$ cat config.mk
export PLATFORM = sky130hd
export DESIGN_NAME = breathing_lock_detector_unit
export DESIGN_NICKNAME = d
export VERILOG_FILES = /design/src/rtl/bld_pkg.sv /design/src/rtl/bld_fifo.sv /design/src/rtl/bld_front.sv /design/src/rtl/bld_back.sv /design/src/rtl/breathing_lock_detector_unit.sv
export SDC_FILE = /design/constraint.sdc
export NUM_CORES = 1
export LEC_CHECK = 0
export BUFFER_PORTS_ARGS = -buffer_cell sky130_fd_sc_hd__buf_2
export CORE_ASPECT_RATIO = 0.6
export CORE_UTILIZATION = 43
export CTS_CLUSTER_DIAMETER = 120
export CTS_CLUSTER_SIZE = 16
export DETAILED_ROUTE_END_ITERATION = 8
export HOLD_SLACK_MARGIN = 0.02
export PLACE_DENSITY_LB_ADDON = 0.15
export SLEW_MARGIN = 20
export SYNTH_ARGS = -nofsm -noshare
export SYNTH_HDL_FRONTEND = slang
export SYNTH_HIERARCHICAL = 1
export SYNTH_SLANG_ARGS = --single-unit
export TNS_END_PERCENT = 20
$ cat constraint.sdc
create_clock -name clk_i -period 5.99 [get_ports clk_i]
set_input_delay 0.599 -clock clk_i [delete_from_list [all_inputs] [get_ports clk_i]]
set_output_delay 0.599 -clock clk_i [all_outputs]
set_load 0.02 [all_outputs]
$ cat src/rtl/bld_pkg.sv
`timescale 1ns / 1ps
// bld_pkg: word types, register map and constants of the breathing lock detector
// no dependencies

package bld_pkg;

  localparam int unsigned BIN_COUNT = 8;

  localparam logic [15:0] RUN_MAX         = 16'hffff;
  localparam logic [4:0]  REEMIT_LAST     = 5'd29;
  localparam logic [7:0]  DISMISS_CEILING = 8'd100;
  localparam logic [7:0]  THRESHOLD_RESET = 8'd30;
  localparam logic [7:0]  WINDOW_RESET    = 8'd20;
  localparam logic [4:0]  RATE_BASE       = 5'd6;

  localparam logic REQ_TICK    = 1'b0;
  localparam logic REQ_DISMISS = 1'b1;

  localparam logic EVT_CONFIRMED = 1'b0;
  localparam logic EVT_LOST      = 1'b1;

  localparam logic REG_THRESHOLD = 1'b0;
  localparam logic REG_WINDOW    = 1'b1;

  typedef struct packed {
    logic              req_type;
    logic signed [7:0] bin0;
    logic signed [7:0] bin1;
    logic signed [7:0] bin2;
    logic signed [7:0] bin3;
    logic signed [7:0] bin4;
    logic signed [7:0] bin5;
    logic signed [7:0] bin6;
    logic signed [7:0] bin7;
  } bld_in_t;

  typedef struct packed {
    logic       event_kind;
    logic [7:0] peak_magnitude;
    logic [2:0] peak_index;
    logic [4:0] rate_bpm;
  } bld_out_t;

  typedef struct packed {
    logic       is_dismiss;
    logic       avg_ok;
    logic [7:0] peak_mag;
    logic [2:0] peak_idx;
  } bld_cmd_t;

  typedef struct packed {
    logic       thr_load;
    logic [7:0] thr_value;
    logic [7:0] window;
  } bld_cfg_t;

endpackage

$ cat src/rtl/bld_fifo.sv
`timescale 1ns / 1ps
// bld_fifo: small register queue with registered storage
// no dependencies

module bld_fifo #(
  parameter int unsigned WIDTH = 8,
  parameter int unsigned DEPTH = 2
) (
  input  logic             clk_i,
  input  logic             rst_ni,
  input  logic             push_i,
  input  logic [WIDTH-1:0] data_i,
  output logic             full_o,
  input  logic             pop_i,
  output logic [WIDTH-1:0] data_o,
  output logic             empty_o
);

  localparam int unsigned PtrW = (DEPTH > 1) ? $clog2(DEPTH) : 1;
  localparam int unsigned CntW = $clog2(DEPTH + 1);
  localparam logic [PtrW-1:0] PtrLast = PtrW'(DEPTH - 1);
  localparam logic [CntW-1:0] CntFull = CntW'(DEPTH);

  logic [WIDTH-1:0] mem_q [DEPTH];
  logic [PtrW-1:0]  wptr_q, wptr_d, rptr_q, rptr_d;
  logic [CntW-1:0]  count_q, count_d;
  logic             do_push, do_pop;

  assign full_o  = (count_q == CntFull);
  assign empty_o = (count_q == '0);
  assign do_push = push_i && !full_o;
  assign do_pop  = pop_i && !empty_o;
  assign data_o  = mem_q[rptr_q];

  always_comb begin
    wptr_d  = wptr_q;
    rptr_d  = rptr_q;
    count_d = count_q;
    if (do_push) begin
      wptr_d = (wptr_q == PtrLast) ? '0 : wptr_q + 1'b1;
    end
    if (do_pop) begin
      rptr_d = (rptr_q == PtrLast) ? '0 : rptr_q + 1'b1;
    end
    if (do_push && !do_pop) begin
      count_d = count_q + 1'b1;
    end else if (do_pop && !do_push) begin
      count_d = count_q - 1'b1;
    end
  end

  always_ff @(posedge clk_i or negedge rst_ni) begin
    if (!rst_ni) begin
      wptr_q  <= '0;
      rptr_q  <= '0;
      count_q <= '0;
    end else begin
      wptr_q  <= wptr_d;
      rptr_q  <= rptr_d;
      count_q <= count_d;
    end
  end

  always_ff @(posedge clk_i) begin
    if (do_push) begin
      mem_q[wptr_q] <= data_i;
    end
  end

endmodule

$ cat src/rtl/bld_front.sv
`timescale 1ns / 1ps
// bld_front: classifies an input word into peak bin, index and average test
// depends on bld_pkg

module bld_front (
  input  bld_pkg::bld_in_t  in_i,
  output bld_pkg::bld_cmd_t cmd_o
);

  logic [7:0]  raw  [bld_pkg::BIN_COUNT];
  logic [7:0]  mag  [bld_pkg::BIN_COUNT];
  logic [7:0]  best;
  logic [2:0]  best_idx;
  logic [10:0] sum;
  logic [7:0]  avg;
  logic [8:0]  floor15;

  assign raw[0] = in_i.bin0;
  assign raw[1] = in_i.bin1;
  assign raw[2] = in_i.bin2;
  assign raw[3] = in_i.bin3;
  assign raw[4] = in_i.bin4;
  assign raw[5] = in_i.bin5;
  assign raw[6] = in_i.bin6;
  assign raw[7] = in_i.bin7;

  always_comb begin
    for (int i = 0; i < bld_pkg::BIN_COUNT; i++) begin
      mag[i] = raw[i][7] ? (~raw[i] + 8'd1) : raw[i];
    end
  end

  // first largest wins
  always_comb begin
    best     = '0;
    best_idx = '0;
    sum      = '0;
    for (int i = 0; i < bld_pkg::BIN_COUNT; i++) begin
      sum = sum + {3'b000, mag[i]};
      if (mag[i] > best) begin
        best     = mag[i];
        best_idx = 3'(i);
      end
    end
  end

  assign avg     = sum[10:3];
  assign floor15 = {1'b0, avg} + {2'b00, avg[7:1]};

  assign cmd_o.is_dismiss = (in_i.req_type == bld_pkg::REQ_DISMISS);
  assign cmd_o.avg_ok     = ({1'b0, best} >= floor15);
  assign cmd_o.peak_mag   = best;
  assign cmd_o.peak_idx   = best_idx;

endmodule

$ cat src/rtl/bld_back.sv
`timescale 1ns / 1ps
// bld_back: lock counter, confirm flag and working threshold; builds result words
// depends on bld_pkg

module bld_back (
  input  logic              clk_i,
  input  logic              rst_ni,
  input  bld_pkg::bld_cfg_t cfg_i,
  input  bld_pkg::bld_cmd_t cmd_i,
  input  logic              cmd_valid_i,
  output logic              cmd_pop_o,
  input  logic              out_room_i,
  output logic              out_push_o,
  output bld_pkg::bld_out_t out_data_o
);

  logic [15:0] lock_run_q, lock_run_d, run_inc;
  logic [4:0]  phase_q, phase_d, phase_inc;
  logic        conf_q, conf_d;
  logic [7:0]  wth_q, wth_d;
  logic        go, locked, emit, lost_word;

  assign go        = cmd_valid_i && out_room_i;
  assign cmd_pop_o = go;
  assign locked    = !cmd_i.is_dismiss && cmd_i.avg_ok && (cmd_i.peak_mag >= wth_q);

  // phase tracks the run count modulo the repeat period
  always_comb begin
    if (lock_run_q == bld_pkg::RUN_MAX) begin
      run_inc   = lock_run_q;
      phase_inc = phase_q;
    end else begin
      run_inc   = lock_run_q + 16'd1;
      phase_inc = (phase_q == bld_pkg::REEMIT_LAST) ? 5'd0 : phase_q + 5'd1;
    end
  end

  always_comb begin
    lock_run_d = lock_run_q;
    phase_d    = phase_q;
    conf_d     = conf_q;
    wth_d      = wth_q;
    emit       = 1'b0;
    lost_word  = 1'b0;
    if (go) begin
      if (cmd_i.is_dismiss) begin
        if (wth_q < bld_pkg::DISMISS_CEILING) begin
          wth_d = wth_q + 8'd1;
        end
      end else if (locked) begin
        lock_run_d = run_inc;
        phase_d    = phase_inc;
        if (!conf_q && (run_inc >= {8'd0, cfg_i.window})) begin
          conf_d = 1'b1;
          emit   = 1'b1;
        end else if (conf_q && (phase_inc == 5'd0)) begin
          emit = 1'b1;
        end
      end else begin
        lock_run_d = '0;
        phase_d    = '0;
        if (conf_q) begin
          conf_d    = 1'b0;
          emit      = 1'b1;
          lost_word = 1'b1;
        end
      end
    end
    if (cfg_i.thr_load) begin
      wth_d = cfg_i.thr_value;
    end
  end

  always_ff @(posedge clk_i or negedge rst_ni) begin
    if (!rst_ni) begin
      lock_run_q <= '0;
      phase_q    <= '0;
      conf_q     <= 1'b0;
      wth_q      <= bld_pkg::THRESHOLD_RESET;
    end else begin
      lock_run_q <= lock_run_d;
      phase_q    <= phase_d;
      conf_q     <= conf_d;
      wth_q      <= wth_d;
    end
  end

  assign out_push_o = emit;

  always_comb begin
    if (lost_word) begin
      out_data_o.event_kind     = bld_pkg::EVT_LOST;
      out_data_o.peak_magnitude = '0;
      out_data_o.peak_index     = '0;
      out_data_o.rate_bpm       = '0;
    end else begin
      out_data_o.event_kind     = bld_pkg::EVT_CONFIRMED;
      out_data_o.peak_magnitude = cmd_i.peak_mag;
      out_data_o.peak_index     = cmd_i.peak_idx;
      out_data_o.rate_bpm       = bld_pkg::RATE_BASE + {2'b00, cmd_i.peak_idx}
                                  + {1'b0, cmd_i.peak_idx, 1'b0};
    end
  end

  a_lost_needs_conf: assert property (@(posedge clk_i) disable iff (!rst_ni)
    (out_push_o && out_data_o.event_kind == bld_pkg::EVT_LOST) |-> conf_q)
    else $error("lost word without confirmation");

  a_conf_rise_emits: assert property (@(posedge clk_i) disable iff (!rst_ni)
    $rose(conf_q) |-> $past(out_push_o))
    else $error("confirmation without word");

  a_phase_range: assert property (@(posedge clk_i) disable iff (!rst_ni)
    phase_q <= bld_pkg::REEMIT_LAST)
    else $error("phase out of range");

  a_phase_tracks_run: assert property (@(posedge clk_i) disable iff (!rst_ni)
    (lock_run_q == 16'd0) |-> (phase_q == 5'd0))
    else $error("phase not cleared with run");

endmodule

$ cat src/rtl/breathing_lock_detector_unit.sv
`timescale 1ns / 1ps
// breathing_lock_detector_unit: top level with register port, front, back and queues
// depends on bld_pkg, bld_front, bld_back, bld_fifo
//
// input channel: a word is taken when push is high and full is low; a tick
// word carries eight signed bins, a dismiss word raises the working threshold.
// result channel: the oldest result word is on out_data_o while empty is low
// and leaves when pop is high. a word gives zero or one result.
// path: a word goes through the command queue, the back and the result queue.
// throughput: one word per cycle while the result queue has room, set by the
// back state update; the front classifies all eight bins combinationally.
// register port: reg 0 at 0x0 is the start threshold (writing it loads the
// working threshold), reg 1 at 0x4 is the confirm window. write only while idle.
// reset: threshold 30, window 20, lock count and confirm flag cleared, queues empty.
// stall: when pop stays low the result queue fills, the back stops, the
// command queue fills and full rises; nothing is dropped.

module breathing_lock_detector_unit #(
  parameter int unsigned QUEUE_DEPTH = 2
) (
  input  logic               clk_i,
  input  logic               rst_ni,
  input  logic               push,
  output logic               full,
  input  bld_pkg::bld_in_t   in_data_i,
  output logic               empty,
  input  logic               pop,
  output bld_pkg::bld_out_t  out_data_o,
  input  logic               psel,
  input  logic               penable,
  input  logic               pwrite,
  input  logic [2:0]         paddr,
  input  logic [31:0]        pwdata,
  output logic [31:0]        prdata,
  output logic               pready
);

  localparam int unsigned CmdW = $bits(bld_pkg::bld_cmd_t);
  localparam int unsigned OutW = $bits(bld_pkg::bld_out_t);

  logic [7:0]        thr_start_q, window_q;
  logic              wr_en;
  bld_pkg::bld_cfg_t cfg;
  bld_pkg::bld_cmd_t front_cmd, back_cmd;
  logic [CmdW-1:0]   cmd_raw;
  logic [OutW-1:0]   out_raw;
  bld_pkg::bld_out_t back_out;
  logic              cmd_empty, cmd_pop, out_full, out_push;

  assign pready = 1'b1;
  assign wr_en  = psel && penable && pwrite && pready;

  always_ff @(posedge clk_i or negedge rst_ni) begin
    if (!rst_ni) begin
      thr_start_q <= bld_pkg::THRESHOLD_RESET;
      window_q    <= bld_pkg::WINDOW_RESET;
    end else if (wr_en) begin
      unique case (paddr[2])
        bld_pkg::REG_THRESHOLD: thr_start_q <= pwdata[7:0];
        bld_pkg::REG_WINDOW:    window_q    <= pwdata[7:0];
        default:                ;
      endcase
    end
  end

  always_comb begin
    unique case (paddr[2])
      bld_pkg::REG_THRESHOLD: prdata = {24'd0, thr_start_q};
      bld_pkg::REG_WINDOW:    prdata = {24'd0, window_q};
      default:                prdata = '0;
    endcase
  end

  assign cfg.thr_load  = wr_en && (paddr[2] == bld_pkg::REG_THRESHOLD);
  assign cfg.thr_value = pwdata[7:0];
  assign cfg.window    = window_q;

  bld_front u_front (
    .in_i  (in_data_i),
    .cmd_o (front_cmd)
  );

  bld_fifo #(
    .WIDTH (CmdW),
    .DEPTH (QUEUE_DEPTH)
  ) u_cmd_fifo (
    .clk_i   (clk_i),
    .rst_ni  (rst_ni),
    .push_i  (push),
    .data_i  (front_cmd),
    .full_o  (full),
    .pop_i   (cmd_pop),
    .data_o  (cmd_raw),
    .empty_o (cmd_empty)
  );

  assign back_cmd = bld_pkg::bld_cmd_t'(cmd_raw);

  bld_back u_back (
    .clk_i       (clk_i),
    .rst_ni      (rst_ni),
    .cfg_i       (cfg),
    .cmd_i       (back_cmd),
    .cmd_valid_i (!cmd_empty),
    .cmd_pop_o   (cmd_pop),
    .out_room_i  (!out_full),
    .out_push_o  (out_push),
    .out_data_o  (back_out)
  );

  bld_fifo #(
    .WIDTH (OutW),
    .DEPTH (QUEUE_DEPTH)
  ) u_out_fifo (
    .clk_i   (clk_i),
    .rst_ni  (rst_ni),
    .push_i  (out_push),
    .data_i  (back_out),
    .full_o  (out_full),
    .pop_i   (pop),
    .data_o  (out_raw),
    .empty_o (empty)
  );

  assign out_data_o = bld_pkg::bld_out_t'(out_raw);

endmodule
==> impl_metrics.csv, run 1 <==
group,metric,value,unit
run_status,outcome,"finished, violations left",
run_status,violations,"setup timing",
final_layout,diodes,0,
sta,relSlewSlack,0.3658,
synth,synthArstFlopShare,0.4737,
routing,via_per_inst,5.180,
clocking,root_buffer,"clkbuf_16",
sta,worst_pin_slew,0.9513,ns
synth,synth_top_area_frac,0.1602,
die,start_util,0.4410,
synth,ys_warn_count,6,
grt,grt_pass1_vias,9574,
clocking,htree_num_levels,4,
synth,ys_seq_area_frac,0.2815,
synth,synth_most_common_cell,"inv_1",
synth,syn_area_per_cell,9.988,um2
clocking,clockBufferDepth,3,
grt,grt_usage,0.2467,
flow_run,cap_violations,0,
worst_setup_path,cp_top_family,"compound AO/OA/AOI/OAI gates",
synth,synth_area_leader_cell,"edfxtp_1",
final_layout,area_growth,40.02,%
final_layout,fill_cells,2159,
sta,fin_crit_sh,2.248,
routing,drt-initial-drc-count,733,
worst_setup_path,cp_num_buf_inv,11,
routing,vias,9753,
synth,synthTopCellsByArea,"edfxtp_1 (16%), ha_1 (12%), dfrtp_1 (9.8%), fa_1 (8.5%), mux2_2 (4.7%)",
clocking,clkTransAtPathRegs,0.06,ns
grt,overflow,0,
sta,clock_skew,0.02317,ns
sta,finalMaxSlewViolations,0,
grt,grt_max_degree,55,
synth,synth_edf_count,60,
die,die_h,127.3,um
sta,timing.fmax,74.27,MHz
die,rows,45,
worst_setup_path,crit_type,"input port to flip-flop",
worst_setup_path,cp_common_cell,"a21oi_2",
worst_setup_path,crit_arrival,13.67,ns
synth,synth_seq_cells,114,
synth,dominantRegCellSynth,"edfxtp_1",
min_path,worst_hold_path_type,"input port to asynchronous set/reset pin",
clocking,clock_latency,0.46,ns
sta,post-route-min-period,13.46,ns
synth,netlist_top_cells_count,"inv_1 (124), ha_1 (112), nand2_1 (69)",
grt,grt_pass1_wl,51.34,mm
final_layout,fin_nets,1792,
routing,ant_nets,0,
sta,setup_viol,24,
die,die_w,210.8,um
sta,hold_viol_final,0,
clocking,tritoncts,"built",
place,port_buffers,107,
routing,drc,0,
worst_setup_path,required,6.20,ns
routing,finalWirelength,32.62,mm
routing,wl_per_cell,17.32,um
sta,fin_ws,-7.474,ns
die,num_io_pins,159,
worst_setup_path,startpoint_type,"input port",
die,die_area,26830,um2
worst_setup_path,worst_path_max_delay_cell,"a211oi_4",
synth,ys_types,84,
clocking,numCtsBuffers,25,
routing,dr.pass1.iters,5,
final_layout,drive_gt1_frac,0.4233,
place,hpwl,25.81,mm
worst_setup_path,critPathCaptureType,"flip-flop",
sta,fin_setup_tns,-156.19,ns
sta,rsz0062_at_grt,"yes",
clocking,cts_num_sinks,114,
grt,antenna_found_initial,0,
worst_setup_path,slowest_delay,0.44,ns
final_layout,final_util,0.6174,
synth,synthesis.area,11250,um2
die,core-area,25510,um2
worst_setup_path,cp_max_fo,7,
place,gp_congestion,0.9178,
synth,postSynthCellCount,1126,
-- registers in the layout (all words and copies together), names as in the netlist --
| register | cells |
|---|---|
| u_cmd_fifo/count_q | 2 |
| window_q | 8 |
| u_cmd_fifo/rptr_q | 1 |
| u_cmd_fifo/mem_q | 26 |
| u_back/wth_q | 8 |
| u_back/lock_run_q | 16 |
| u_out_fifo/mem_q | 34 |
| u_out_fifo/rptr_q | 1 |
| u_cmd_fifo/wptr_q | 1 |
| u_back/conf_q | 1 |
| u_back/phase_q | 5 |
| u_out_fifo/wptr_q | 1 |
| thr_start_q | 8 |
| u_out_fifo/count_q | 2 |
-- placed cells by master (no fill, tap or decap), types with 10 or more instances in the layout --
master / count
mux2i_1: 16
a21oi_1: 33
dfstp_2: 10
nand2_1: 66
nor2_1: 49
fa_1: 48
buf_6: 12
conb_1: 25
nand4_1: 12
edfxtp_1: 60
xor2_1: 28
o21ai_1: 21
mux2_2: 39
inv_1: 119
a21oi_2: 14
o31ai_1: 10
nor2b_1: 21
nand2b_1: 30
a21o_1: 18
o21ai_2: 10
nand3_1: 21
buf_2: 104
xnor2_1: 39
clkbuf_16: 26
or3_1: 11
dfrtp_1: 44
mux2i_2: 12
ha_1: 91
buf_4: 281
ha_4: 19
mux2_4: 29
o21ai_0: 24
-- metrics by stage --
step / worst slack, ns / instance area [um2] / hold slack [ns] / instances
floorplan: -7.876 / 11570 / 0.3034 / 1149
global placement: -7.959 / 13960 / 0.4750 / 1796
detailed placement: -8.520 / 13960 / 0.4772 / 1796
CTS: -7.166 / 15340 / 0.2870 / 1862
global route: -8.103 / 15750 / 0.3104 / 1883
finish: -7.474 / 15750 / 0.2593 / 1883
-- repair_timing --
action / in CTS / in global routing
pin swaps: 60 / 42
hold buffers: 0 / 0
gates resized for setup: 95 / 44
setup buffers: 32 / 21
gates cloned: 1 / 0
setup endpoints to repair: 24 / 24
-- cell type report --
| type | instances | area, um2 | share of cell area |
|---|---|---|---|
| clock buffer | 31 | 669.4 | 0.04251 |
| clock inverter | 2 | 8.758 | 0.0005562 |
| inverter | 124 | 465.4 | 0.02956 |
| multi-input combinational | 860 | 8170 | 0.5188 |
| sequential | 114 | 3166 | 0.2010 |
| tap | 352 | 440.4 | 0.02797 |
| timing repair buffer | 400 | 2828 | 0.1796 |
-- path summary, 6_finish.rpt --
kind,end,slack [ns],cells past startpoint,start
setup / recovery,u_cmd_fifo/mem_q[1][11],-7.47,77,in_data_i[51]
setup reg to reg,u_out_fifo/mem_q[1][2],1.13,15,u_back/lock_run_q[0]
hold / removal,u_out_fifo/rptr_q,0.26,2,rst_ni
max in group asynchronous,u_back/lock_run_q[13],5.22,2,rst_ni
hold reg to reg,u_out_fifo/wptr_q,0.49,1,u_out_fifo/wptr_q
min in group clk_i,u_cmd_fifo/mem_q[0][12],0.33,1,in_data_i[64]
-- cells by family after synthesis --
group	count (synthesis)	share of synthesized area
simple gates	286	0.1366
compound gates	208	0.1273
buf+inv	175	0.07353
fa+ha+maj	161	0.2110
flops	114	0.2815
mux	107	0.1099
xor+xnor	73	0.05952
other cells	2	0.0006677
-- metal layers --
layer | share of wire | wire (um) | GRT usage
met5 | 0 | 0 | 0
met1 | 0.53 | 17160 | 0.3886
met3 | 0.066 | 2144 | 0.05900
met2 | 0.40 | 13030 | 0.3407
met4 | 0.0086 | 281 | 0.03751
Power of run 1 is left out: the tool's default activity adds up to more than one toggle a clock period on the data nets, which glitch-free logic cannot reach.
==> inputs of run 2 (changes only) <==
- clock period: 5.99 -> 14.3 ns (I/O delays scaled with it)
==> run 2 against run 1 <==
Compared with the run above: the flow still finishes with violations (setup timing); register-to-register slack better by 8.0 ns; final area down 8.6%; worst hold slack better by 0.24 ns; worst setup slack improved by 7.0 ns; via count decreased by 8.3%; clock skew fell by 0.0065 ns; clock-buffer cell count fell by 2; die area is the same; global-route usage down 2.3 points; wire length fell by 9.3%; flip-flop and latch count stayed put; non-clock buffer count fell by 132; critical path type unchanged; largest cell class unchanged.
==> impl_metrics.csv, run 2 (synthesis results as in run 1) <==
group,metric,value,unit
run_status,outcome,"finished, violations left",
run_status,violations,"setup timing",
worst_setup_path,reg2reg_setup_slack,9.15,ns
sta,fin_ws,-0.4558,ns
final_layout,area_growth,27.93,%
final_layout,diodes,0,
final_layout,fin_nets,1660,
die,die_w,210.8,um
clocking,htree_num_levels,4,
worst_setup_path,timing.rr.end,"u_out_fifo/mem_q[1][2]",
sta,rsz0062_at_grt,"yes",
worst_setup_path,reg2reg_from,"u_back/lock_run_q[0]",
grt,grt_max_degree,55,
grt,grt-busiest-layer,"met1",
die,die_h,127.3,um
grt,met3_usage,0.04990,
die,num_io_pins,159,
worst_setup_path,cp_common_cell,"mux2i_2",
clocking,root_buffer,"clkbuf_16",
final_layout,regMostFlops,"u_out_fifo/mem_q",
grt,overflow,0,
min_path,worst_hold_path_type,"flip-flop to flip-flop",
grt,met1_usage,0.3692,
sta,worst_pin_slew,1.048,ns
grt,grt_usage,0.2239,
clocking,clockBufferDepth,3,
worst_setup_path,slowest_delay,0.54,ns
routing,ant_nets,0,
routing,dr.pass1.iters,5,
worst_setup_path,cp_max_fo,7,
clocking,clock_latency,0.45,ns
die,rows,45,
routing,drc,0,
final_layout,largest_reg_flops,34,
sta,hold_viol_final,0,
final_layout,fill_cells,2270,
place,port_buffers,107,
min_path,hold_depth,1,
final_layout,fin_cells,1750,
worst_setup_path,crit_start,"in_data_i[50]",
worst_setup_path,critPathCaptureType,"flip-flop",
clocking,clkTransAtPathRegs,0.06,ns
final_layout,drive_gt1_frac,0.3383,
worst_setup_path,required,14.49,ns
sta,relSlewSlack,0.2966,
routing,via_per_inst,5.108,
worst_setup_path,worst_path_max_delay_cell,"or4b_4",
final_layout,final_common_cell,"buf_4",
routing,finalWirelength,29.57,mm
grt,grt_pass1_vias,8706,
routing,drt-initial-drc-count,583,
clocking,tritoncts,"built",
final_layout,final_cell_mix,"buf_4 (154), inv_1 (122), buf_2 (108), ha_1 (98), nand2_1 (69)",
routing,wl_per_cell,16.90,um
place,gp_congestion,0.9153,
grt,antenna_found_initial,0,
min_path,hold_end,"u_out_fifo/wptr_q",
sta,clock_skew,0.01666,ns
sta,setup_viol,2,
min_path,hp-start,"u_out_fifo/wptr_q",
grt,use_met2,0.2980,
worst_setup_path,crit_type,"input port to flip-flop",
sta,finalMaxSlewViolations,0,
die,core-area,25510,um2
worst_setup_path,ff2ff_path_depth,15,
sta,fin_crit_sh,1.032,
place,dp_cells,1697,
grt,grt_pass1_wl,46.68,mm
die,die_area,26830,um2
routing,vias,8939,
worst_setup_path,startpoint_type,"input port",
final_layout,reg_top3,"u_out_fifo/mem_q: 34 flops, u_cmd_fifo/mem_q: 26 flops, u_back/lock_run_q: 16 flops",
flow_run,cap_violations,0,
worst_setup_path,crit_arrival,14.95,ns
clocking,numCtsBuffers,25,
place,hpwl,23.89,mm
die,start_util,0.4410,
sta,post-route-min-period,14.76,ns
clocking,cts_num_sinks,114,
sta,timing.fmax,67.77,MHz
-- run 2: cell types whose count changed in the layout (fill, tap and decap cells not counted), moves of 5 or more --
| cell | previous run | this run |
|---|---|---|
| a21oi_1 | 33 | 38 |
| buf_4 | 281 | 154 |
| buf_6 | 12 | 4 |
| o21ai_0 | 24 | 29 |
| mux2i_1 | 16 | 22 |
| ha_1 | 91 | 98 |
| ha_4 | 19 | 12 |
-- run 2: repair_timing --
item                                    4_1_cts  5_1_grt
setup buffers                                 8       11
gates resized for setup                      26       40
endpoints found under the setup margin        2       22
pin swaps                                     8       30
hold buffers                                  0        0
cloned                                        1        1
-- run 2: cell type report --
| class | instances | area [um2] | share of cell area |
|---|---|---|---|
| repair buffers | 268 | 1787 | 0.1242 |
| multi-input cells | 860 | 7840 | 0.5449 |
| inverters | 124 | 465.4 | 0.03235 |
| clock inverters | 3 | 40.04 | 0.002783 |
| well taps | 352 | 440.4 | 0.03061 |
| flip-flops and latches | 114 | 3166 | 0.2200 |
| clock buffers | 29 | 650.6 | 0.04522 |
-- run 2: stage by stage --
step | setup WS (ns) | TNS (ns) | cell area, um2 | util | hold WS (ns)
CTS | -0.4025 | -0.8049 | 14070 | 0.5515 | 0.4946
global route | -1.147 | -3.250 | 14390 | 0.5641 | 0.5248
floorplan | -0.4015 | -0.8030 | 11570 | - | 0.4608
finish | -0.4558 | -0.9116 | 14390 | 0.5641 | 0.4961
detailed placement | -1.329 | -6.095 | 13210 | 0.5181 | 0.4815
global placement | -1.219 | -4.791 | 13210 | 0.5181 | 0.4773
-- run 2: worst max-delay path by stage --
stage | endpoint | slack, ns | cells after the start
after CTS | u_cmd_fifo/mem_q[0][11] | -0.40 | 76
after detailed placement | u_cmd_fifo/mem_q[1][11] | -1.33 | 77
after floorplan | u_cmd_fifo/mem_q[0][11] | -0.40 | 73
after global placement | u_cmd_fifo/mem_q[0][11] | -1.22 | 73
after global routing | u_cmd_fifo/mem_q[0][11] | -1.15 | 81
final | u_cmd_fifo/mem_q[0][11] | -0.46 | 73
-- run 2: layer usage --
metal	vias to the layer above	part of all wire
li1	4466	-
met1	4225	0.55
met2	236	0.38
met3	12	0.066
met4	0	0.0033
met5	-	0
-- run 2: critical path: cells and delay by family --
family | cells | cell delay, ns
and+or+nand+nor | 21 | 3.89
muxes | 8 | 1.96
AOI/OAI and AO/OA | 26 | 4.29
adders and majority gates | 8 | 2.01
buffers and inverters | 10 | 1.35
Power of run 2 is left out for the same reason.
==> inputs of run 3 (changes only) <==
- CORE_UTILIZATION: 43 -> 25
- PLACE_DENSITY_LB_ADDON: 0.15 -> not set
- RECOVER_POWER: not set -> 50
==> run 3 against run 2 <==
Compared with the run above: the run ends with capacitance limit, slew limit, setup timing left; worst setup slack lost 0.10 ns; die area grew 71%; wire length grew 4.5%; final area grew 2.7%; first-iteration DRC count grew 6.3%; fmax shrank 0.69%; register-to-register slack gained 0.13 ns; flip-flop and latch count is the same; critical endpoint unchanged; global-route usage shrank 8.8 points; worst hold slack is essentially flat; final cell count grew 14%; via count grew 2.7%.
==> impl_metrics.csv, run 3 (synthesis results as in run 1) <==
group,metric,value,unit
final_layout,final_common_cell,"buf_4",
sta,clock_skew,0.01096,ns
grt,grt_usage,0.1359,
clocking,root_buffer,"clkbuf_16",
sta,setup_viol,2,
routing,drc,0,
die,start_util,0.2565,
sta,fin_ws,-0.5591,ns
clocking,clock_latency,0.42,ns
worst_setup_path,critPathCaptureType,"flip-flop",
worst_setup_path,reg2reg_from,"u_back/lock_run_q[0]",
grt,grt_pass1_vias,9268,
place,gp_congestion,0.9126,
min_path,worst_hold_path_type,"flip-flop to flip-flop",
final_layout,reg_top3,"u_out_fifo/mem_q: 34 flops, u_cmd_fifo/mem_q: 26 flops, u_back/lock_run_q: 16 flops",
grt,antenna_found_initial,1,
die,num_io_pins,159,
clocking,cts_num_sinks,114,
sta,timing.fmax,67.30,MHz
clocking,tritoncts,"built",
min_path,hp-start,"u_cmd_fifo/wptr_q",
routing,vias,9180,
die,die_w,275.8,um
clocking,ctsHoldBuffers,0,
final_layout,drive_gt1_frac,0.3524,
worst_setup_path,timing.rr.end,"u_out_fifo/mem_q[1][11]",
clocking,clockBufferDepth,2,
grt,grt_pass1_wl,49.05,mm
clocking,numCtsBuffers,17,
min_path,hold_end,"u_cmd_fifo/wptr_q",
run_status,outcome,"finished, violations left",
place,dp_slack,-1.490,ns
worst_setup_path,worst_path_max_delay_cell,"or4b_4",
sta,relSlewSlack,-1.035,
worst_setup_path,required,14.46,ns
worst_setup_path,ff2ff_path_depth,15,
worst_setup_path,cp_max_fo,6,
clocking,htree_num_levels,4,
flow_run,cap_violations,1,
sta,hold_viol_final,0,
final_layout,final_cell_mix,"buf_4 (174), inv_1 (120), buf_2 (104), ha_1 (97), nand2_1 (68)",
routing,finalWirelength,30.90,mm
final_layout,largest_reg_flops,34,
final_layout,fin_nets,1673,
worst_setup_path,reg2reg_setup_slack,9.28,ns
sta,finalMaxSlewViolations,55,
worst_setup_path,startpoint_type,"input port",
worst_setup_path,slowest_delay,0.55,ns
routing,dr.pass1.iters,5,
final_layout,regArea,3166,um2
sta,post-route-min-period,14.86,ns
grt,grt_max_degree,55,
routing,wl_per_cell,15.46,um
run_status,violations,"capacitance limit, slew limit, setup timing",
final_layout,area_growth,31.41,%
sta,fin_crit_sh,1.039,
worst_setup_path,cp_common_cell,"a21oi_2",
place,hpwl,24.93,mm
routing,via_per_inst,4.592,
clocking,clkTransAtPathRegs,0.06,ns
die,core-area,43850,um2
sta,worst_pin_slew,3.053,ns
final_layout,multi_input_area,7889,um2
sta,rsz0062_at_grt,"yes",
final_layout,regMostFlops,"u_out_fifo/mem_q",
grt,overflow,0,
routing,drt-initial-drc-count,620,
place,port_buffers,107,
min_path,hold_depth,1,
die,rows,59,
die,die_h,166.3,um
worst_setup_path,crit_arrival,15.02,ns
final_layout,fill_cells,4407,
worst_setup_path,crit_type,"input port to flip-flop",
routing,ant_nets,0,
die,die_area,45870,um2
==> run 3: cell types whose count changed in the layout (fill, tap and decap cells not counted), sizes merged <==
cell / previous run / this run
clkbuf: 30 / 22
buf: 267 / 284
bufinv: 1 / 3
clkinvlp: 0 / 3
inv: 124 / 128
diode: 0 / 1
clkinv: 2 / 5
==> run 3: layout make-up <==
| class | instances | area share |
|---|---|---|
| flip-flops and latches | 114 | 0.2142 |
| inverters | 124 | 0.03166 |
| diodes | 1 | 0.0001693 |
| multi-input cells | 860 | 0.5338 |
| clock inverters | 15 | 0.01236 |
| repair buffers | 289 | 0.1300 |
| clock buffers | 17 | 0.02878 |
| well taps | 579 | 0.04902 |
==> run 3: what timing repair did <==
item	CTS	global route
endpoints found under the setup margin	16	18
buffers inserted	31	14
pin swaps	35	23
gates resized for setup	55	31
==> run 3: critical path, delay by kind of cell <==
kind | cells | cell delay (ns)
AOI/OAI and AO/OA | 27 | 4.66
adders and majority gates | 8 | 1.97
buffers and inverters | 10 | 1.33
muxes | 9 | 2.30
and+or+nand+nor | 21 | 3.28
==> run 3: how the worst max path moves through the flow <==
stage	startpoint	to	slack, ns
finish	in_data_i[51]	u_cmd_fifo/mem_q[0][11]	-0.56
global route	in_data_i[51]	u_cmd_fifo/mem_q[0][11]	-1.22
CTS	in_data_i[50]	u_cmd_fifo/mem_q[0][11]	-0.15
detailed placement	in_data_i[51]	u_cmd_fifo/mem_q[0][11]	-1.49
global placement	in_data_i[51]	u_cmd_fifo/mem_q[0][11]	-1.19
floorplan	in_data_i[50]	u_cmd_fifo/mem_q[0][11]	-0.40
==> run 3: metrics by stage <==
stage                     TNS [ns]  utilization  hold slack (ns)  area, um2  std cells
final                       -1.118       0.3370           0.4962      14780       1999
after global routing        -3.509       0.3370           0.5074      14780       1999
after CTS                  -0.2919       0.3320           0.4964      14560       1985
after detailed placement    -11.36       0.3072           0.4844      13470       1922
after global placement      -4.836       0.3072           0.4795      13470       1922
after floorplan            -0.8030            -           0.4608      11570       1149
==> run 3: routing by layer <==
layer / GRT usage / routed length, um
met1: 0.2045 / 15840
met2: 0.2008 / 13110
met3: 0.02241 / 1693
met4: 0.02986 / 259
met5: 0 / 0
Power of run 3 is left out for the same reason.
